<file path="src/rtl/core/cru_pkg.sv">
package cru_pkg;

  localparam int ENTRIES = 32;
  localparam int IDX_W = $clog2(ENTRIES);
  localparam int KEY_W = 64;
  localparam int CAP_W = 37;
  localparam int USE_W = CAP_W + 1;
  localparam int REF_W = 16;
  localparam int QDEPTH = ENTRIES + 2;
  localparam int QPTR_W = $clog2(QDEPTH + 1);

  localparam logic [REF_W-1:0] REF_MAX = {REF_W{1'b1}};

  typedef enum logic [2:0] {
    OP_INSERT      = 3'd0,
    OP_LOOKUP      = 3'd1,
    OP_RELEASE     = 3'd2,
    OP_ERASE       = 3'd3,
    OP_TRIM        = 3'd4,
    OP_ERASE_UNREF = 3'd5
  } op_e;

  localparam logic [2:0] ST_OK         = 3'd0;
  localparam logic [2:0] ST_REJECTED   = 3'd1;
  localparam logic [2:0] ST_NOT_FOUND  = 3'd2;
  localparam logic [2:0] ST_NO_SLOT    = 3'd3;
  localparam logic [2:0] ST_BAD_HANDLE = 3'd4;
  localparam logic [2:0] ST_REF_OVF    = 3'd5;

  localparam logic KIND_REPLY = 1'b0;
  localparam logic KIND_FREED = 1'b1;

  localparam logic CFG_CAPACITY = 1'b0;
  localparam logic CFG_STRICT   = 1'b1;

  typedef struct packed {
    logic [KEY_W-1:0] key;
    logic [31:0]      hash;
    logic [31:0]      value;
    logic [31:0]      charge;
  } ent_t;

  typedef struct packed {
    logic             kind;
    logic [2:0]       status;
    logic [IDX_W-1:0] slot;
    logic [KEY_W-1:0] key;
    logic [31:0]      value;
    logic [31:0]      charge;
    logic             last;
  } rec_t;

  typedef struct packed {
    logic push;
    rec_t rec;
    logic drain;
    logic clr;
  } q_ctl_t;

  function automatic logic [USE_W-1:0] sub_sat(input logic [USE_W-1:0] a,
                                               input logic [USE_W-1:0] b);
    return (a >= b) ? a - b : '0;
  endfunction

  function automatic logic [CAP_W-1:0] sat_out(input logic [USE_W-1:0] a);
    return a[USE_W-1] ? {CAP_W{1'b1}} : a[CAP_W-1:0];
  endfunction

endpackage

</file>
<file path="src/rtl/core/cru_rq.sv">
module cru_rq (
  input  logic             clk_i,
  input  logic             rst_ni,
  input  cru_pkg::q_ctl_t  q_ctl_i,
  output logic             q_busy_o,
  output logic             out_valid_o,
  input  logic             out_stall_i,
  output cru_pkg::rec_t    rec_o
);

  localparam int PW = cru_pkg::QPTR_W;

  cru_pkg::rec_t mem [cru_pkg::QDEPTH];
  cru_pkg::rec_t rd_q;
  logic [PW-1:0] wr_ptr_q, wr_ptr_d, rd_ptr_q, rd_ptr_d;
  logic out_valid_q, out_valid_d;
  logic issue;

  assign issue = q_ctl_i.drain && (rd_ptr_q != wr_ptr_q) && !out_valid_q;

  always_comb begin
    wr_ptr_d = wr_ptr_q;
    rd_ptr_d = rd_ptr_q;
    if (q_ctl_i.push) wr_ptr_d = wr_ptr_q + PW'(1);
    if (issue) rd_ptr_d = rd_ptr_q + PW'(1);
    if (q_ctl_i.clr) begin
      wr_ptr_d = '0;
      rd_ptr_d = '0;
    end
    out_valid_d = issue | (out_valid_q & out_stall_i);
  end

  always_ff @(posedge clk_i) begin
    if (q_ctl_i.push) begin
      mem[wr_ptr_q] <= q_ctl_i.rec;
    end
    if (issue) begin
      rd_q <= mem[rd_ptr_q];
    end
  end

  always_ff @(posedge clk_i or negedge rst_ni) begin
    if (!rst_ni) begin
      wr_ptr_q <= '0;
      rd_ptr_q <= '0;
      out_valid_q <= 1'b0;
    end else begin
      wr_ptr_q <= wr_ptr_d;
      rd_ptr_q <= rd_ptr_d;
      out_valid_q <= out_valid_d;
    end
  end

  assign q_busy_o = (rd_ptr_q != wr_ptr_q) | out_valid_q;
  assign out_valid_o = out_valid_q;
  assign rec_o = rd_q;

endmodule

</file>
<file path="config.mk">
export PLATFORM = sky130hd
export DESIGN_NAME = cru_rq
export DESIGN_NICKNAME = d
export VERILOG_FILES = /design/src/rtl/core/cru_pkg.sv /design/src/rtl/core/cru_rq.sv
export SDC_FILE = /design/constraint.sdc
export NUM_CORES = 2
export LEC_CHECK = 0
export ABC_AREA = 0
export BUFFER_PORTS_ARGS = -buffer_cell sky130_fd_sc_hd__clkbuf_2
export CAP_MARGIN = 40
export CORE_MARGIN = 3
export CORE_UTILIZATION = 36
export DETAILED_ROUTE_END_ITERATION = 6
export MAX_ROUTING_LAYER = met4
export PLACE_DENSITY = 0.53
export SETUP_SLACK_MARGIN = 0.02
export SLEW_MARGIN = 20
export SYNTH_ARGS = -nofsm -noshare
export SYNTH_HDL_FRONTEND = slang
export SYNTH_MEMORY_MAX_BITS = 65536
export SYNTH_SLANG_ARGS = --single-unit
</file>
<file path="constraint.sdc">
create_clock -name clk_i -period 21.3 [get_ports clk_i]
set_input_delay 2.13 -clock clk_i [delete_from_list [all_inputs] [get_ports clk_i]]
set_output_delay 2.13 -clock clk_i [all_outputs]
set_load 0.02 [all_outputs]
</file>
---- Word level (Yosys, flattened, before mapping) ----
Memory sizes are Yosys's and may differ from the RTL's. A register that Yosys moved wholly into a read port is not among the register bits.
Index checks and enable logic that the tools add are counted.
word-level totals
  register bits after elaboration ......... 13
  bits in writable memories ............... 4,692
  input port bits ......................... 144
  output and inout bits ................... 140
  word-level logic and storage cells ...... 21
  memories kept ........................... 1
cells by class
  add/subtract/negate cells ............... 2
  equal/unequal tests ..................... 1
  mux-type cells .......................... 6
  bitwise operators ....................... 3
  reductions and logical operators ........ 5
memory list
  name  depth  width  read ports  clocked after Yosys merged registers in  write ports  line          text
  mem   34     138    1           1                                        1            cru_rq.sv:13  cru_pkg::rec_t mem [cru_pkg::QDEPTH];
operators with widths
  operator             number
  $mux 6               4
  $add 6x1->6 const B  2
  $ne 6x6->1           1
  $reduce_bool 2->1    2
  $logic_and 1x1->1    2
  $mux 1               2
  $or 1x1->1           2
  $and 1x1->1          1
  $logic_not 1->1      1

---- Longest topological paths before layout ----
  depth after elaboration ................. 5
  gate-level depth with buffers ........... 10
  gate-level depth less buffers ........... 5

---- Worst setup path after synthesis ----
Ideal clock, no wire load.
  path kind ............................... input port to flip-flop
  start point ............................. input port q_ctl_i[140] (netlist bit)
  end point ............................... memory mem[15][0] (netlist bit), enable pin
  setup time .............................. 1.024 ns
  arrival ................................. 16.760 ns
  data required time ...................... 20.276 ns
  setup slack ............................. 3.517 ns
  stages .................................. 3
  buffers on the path ..................... 1
  path through ............................ clkbuf_1 > nand4_1 > nor4b_1
between the ends
  cells in the longest elaborated chain, start to end .. 2
ends and longest elaborated chain
  what                          line          text
  from (decl)                   cru_rq.sv:4   input cru_pkg::q_ctl_t q_ctl_i,
  $mux 1                        cru_rq.sv:34  if (q_ctl_i.push) begin
  $mux 1 (implied by the code)  cru_rq.sv:35  mem[wr_ptr_q] <= q_ctl_i.rec;
  to (decl)                     cru_rq.sv:13
No other way between the ends.

---- Worst setup path after layout ----
  start point ............................. register rd_ptr_q[1]
  end point ............................... register, netlist name rec_o[29]
between the ends
  cells in the longest elaborated chain, start to end .. 3
ends and longest elaborated chain
  what                            line          text
  from (decl)                     cru_rq.sv:15  logic [PW-1:0] wr_ptr_q, wr_ptr_d, rd_ptr_q, rd_ptr_d;
  from (signal assigned)          cru_rq.sv:49  rd_ptr_q <= rd_ptr_d;
  $ne 6x6->1                      cru_rq.sv:19  assign issue = q_ctl_i.drain && (rd_ptr_q != wr_ptr_q) && !out_valid_q;
  $logic_and 1x1->1 (2 in a row)  cru_rq.sv:19
Several ways; a longest one is shown, not always the timed one.
A chain may end at the register's enable or synchronous reset.

==> impl_metrics.json <==
{
  "status": "finished, final reports clean",
  "irDropWorstVdd_v": 0.0000874,
  "design.core.area_sq_um": 510000,
  "cts_tree": "done",
  "cp_data_arrival_time_ps": 6580,
  "clock_buffers_created_by_tritoncts": 525,
  "synthFlopType": "sky130_fd_sc_hd__edfxtp_1",
  "drc_markers": 0,
  "synth.cell_area_sq_um": 185000,
  "path_clk_slew_ps": 60,
  "synthCells": 8558,
  "grt_pass1_wl_um": 735000,
  "wl_per_cell_um": 32.1,
  "count_of_antenna_violating_nets_left_after_detailed_routing": 0,
  "synth.yosys.seq_area_share_pct": 78.7,
  "grt_max_degree": 149,
  "finalWeightedCongestion": 0.741,
  "min-delay-path-class": "reg2reg",
  "final_core_utilization_pct": 41.7,
  "worst_setup_path_end_kind": "register",
  "least_margin_pin_slew_ps": 1390,
  "mappedNetlistNets": 8704,
  "grt_use_total_pct": 20.3,
  "filler_cell_count": 44009,
  "cell_area_placed_sq_um": 196000,
  "max_freq_ghz": 0.173,
  "netlist_top_cells_area": "sky130_fd_sc_hd__edfxtp_1 78%, sky130_fd_sc_hd__mux4_2 9.0%, sky130_fd_sc_hd__mux2i_1 4.9%",
  "critPathMaxFanout": 116,
  "cellLeakagePower_uw": 0.0637,
  "totalWireLength_um": 524000,
  "synthesis.area_per_instance_sq_um": 21.6,
  "layout-drive-gt1-share_pct": 23.6,
  "dp.final_hpwl_um": 282000,
  "yosysWarningCount": 0,
  "setup-tns-final_ps": 0,
  "die_w_um": 722,
  "areaGrowthSynthToFinish_pct": 15.3,
  "setup_ws_ps": 15530,
  "synth_edf_count": 4830,
  "cts.sinks": 4843,
  "drt_pass1_iterations": 6,
  "post-route-period-util_pct": 27.1,
  "worst_ep_required_time_ps": 22120,
  "vias_per_cell": 5.56,
  "drt-initial-drc-count": 9037,
  "number_of_h_tree_levels": 6,
  "cts_resized": 0,
  "final_max_slew_viol_count": 0,
  "final_design_area_no_fill_sq_um": 213000,
  "final_net_count": 9305,
  "floorplan.initialDensity_pct": 36.2,
  "max-cap-violations": 0,
  "criticalPathCategory": "reg2reg",
  "rows": 262,
  "die_y_um": 722,
  "crit_path_start_kind": "register",
  "synth_largest_type_area_fraction_pct": 78.5,
  "via_count": 90732,
  "cts_hold_buffers": 0,
  "placed_cells_incl_taps": 15350,
  "grt_pass1_vias": 93904,
  "io_pins": 284,
  "setup_viol": 0,
  "antenna_violations_before_repair": 54,
  "unrepaired_setup_endpoints_after_global_routing": "no",
  "postSynth.asyncResetShare_pct": 0.268,
  "global_route.overflow_total": 0,
  "final_cell_count_no_fill": 16315,
  "clk_path_buf_depth": 4,
  "numPortBuffers": 283,
  "hold_viol_final": 0,
  "clock-root-buffer": "sky130_fd_sc_hd__clkbuf_16",
  "slew_headroom_pct": 7.14,
  "most-common-layout-cells": "4830 x sky130_fd_sc_hd__edfxtp_1, 909 x sky130_fd_sc_hd__mux2i_1, 738 x sky130_fd_sc_hd__mux4_2",
  "post-place-ws_ps": 14770,
  "final.min_clock_period_ps": 5770,
  "skew_ps": 45.3,
  "synth_area_leader_cell": "sky130_fd_sc_hd__edfxtp_1",
  "postCtsSetupBuffers": 0,
  "p_per_area_nw_per_um2": 101,
  "seq_cells_post_synth": 4843,
  "final_common_cell": "sky130_fd_sc_hd__edfxtp_1",
  "synth_cell_types": 55,
  "insertion_delay_ps": 1070,
  "die-area_sq_um": 522000
}
## registers in the layout (all words and copies together), names as in the netlist
register and count:
out_valid_o 1, rec_o 138, mem 4692, rd_ptr_q 6, wr_ptr_q 6
## routing by layer
layer / part of all wire, % / GRT usage [%] / wire length, um / vias to the layer above
met5: 0 / - / 0 / -
met2: 50 / 34.0 / 264000 / 2966
met4: 2.6 / 4.90 / 13500 / 0
met1: 41 / 26.5 / 216000 / 49660
li1: - / - / - / 37373
met3: 5.7 / 2.62 / 29700 / 733
## worst max-delay path: stages, from the launching register on
cell and delay (ps):
sky130_fd_sc_hd__dfrtp_4 970, sky130_fd_sc_hd__buf_12 590, sky130_fd_sc_hd__buf_4 560, sky130_fd_sc_hd__buf_16 290
sky130_fd_sc_hd__buf_4 650, sky130_fd_sc_hd__buf_4 650, sky130_fd_sc_hd__buf_12 290, sky130_fd_sc_hd__mux2i_1 200
sky130_fd_sc_hd__a22oi_1 100, sky130_fd_sc_hd__a41oi_1 370, sky130_fd_sc_hd__o21ai_0 170, sky130_fd_sc_hd__a22o_1 240
## metrics by stage
stage | power, uW | hold slack (ps)
final | 21600 | 522
after global routing | 22300 | 538
after CTS | 21800 | 523
after detailed placement | 13100 | 510
after global placement | 13000 | 502
after floorplan | 12300 | 601
## power breakdown
| part | switching [uW] | internal, uW | leakage [uW] | total [uW] |
|---|---|---|---|---|
| clock network | 3710 | 5000 | 0.00795 | 8710 |
| logic | 1210 | 916 | 0.0121 | 2130 |
| registers | 81.5 | 10600 | 0.0437 | 10700 |
| total | 5000 | 16500 | 0.0637 | 21600 |
## synthesized netlist by cell type, drive strengths merged (77+ instances only)
cell type	count
mux2i	909
mux2	143
nand2	176
edfxtp	4830
a221oi	111
a22o	94
mux4	738
buf	311
a21oi	157
clkbuf	206
a211oi	77
o21ai	156
a22oi	111
## cell type report
type / instances / area [sq um] / area share (%)
tap: 6732 / 8420 / 3.95
timing repair buffer: 591 / 5730 / 2.69
antenna: 28 / 70.1 / 0.0329
clock inverter: 264 / 2210 / 1.04
sequential: 4843 / 145000 / 68.2
inverter: 3 / 16.3 / 0.00763
multi-input combinational: 3195 / 37100 / 17.4
clock buffer: 659 / 14100 / 6.61
## path summary, 6_finish.rpt
check	startpoint	end	slack [ps]	depth (start not counted)
min reg2reg	out_valid_o	out_valid_o	520	1
max	rd_ptr_q[1]	rec_o[29]	15530	11
max reg2reg	rd_ptr_q[1]	rec_o[29]	15530	11
min in group asynchronous	rst_ni	out_valid_o	1010	1
min	out_valid_o	out_valid_o	520	1
max in group asynchronous	rst_ni	rd_ptr_q[3]	19920	1
## kinds of logic after synthesis
| logic type | Yosys count | share of synthesized area, % |
|---|---|---|
| DFF | 4843 | 78.7 |
| muxes | 1790 | 14.8 |
| AOI/OAI and AO/OA | 1054 | 4.22 |
| buffers and inverters | 520 | 1.43 |
| and+or+nand+nor | 334 | 0.807 |
| xor gates and xnor gates | 15 | 0.0752 |
| adders and majority gates | 2 | 0.0135 |
Power figures use the tool's default switching activity.
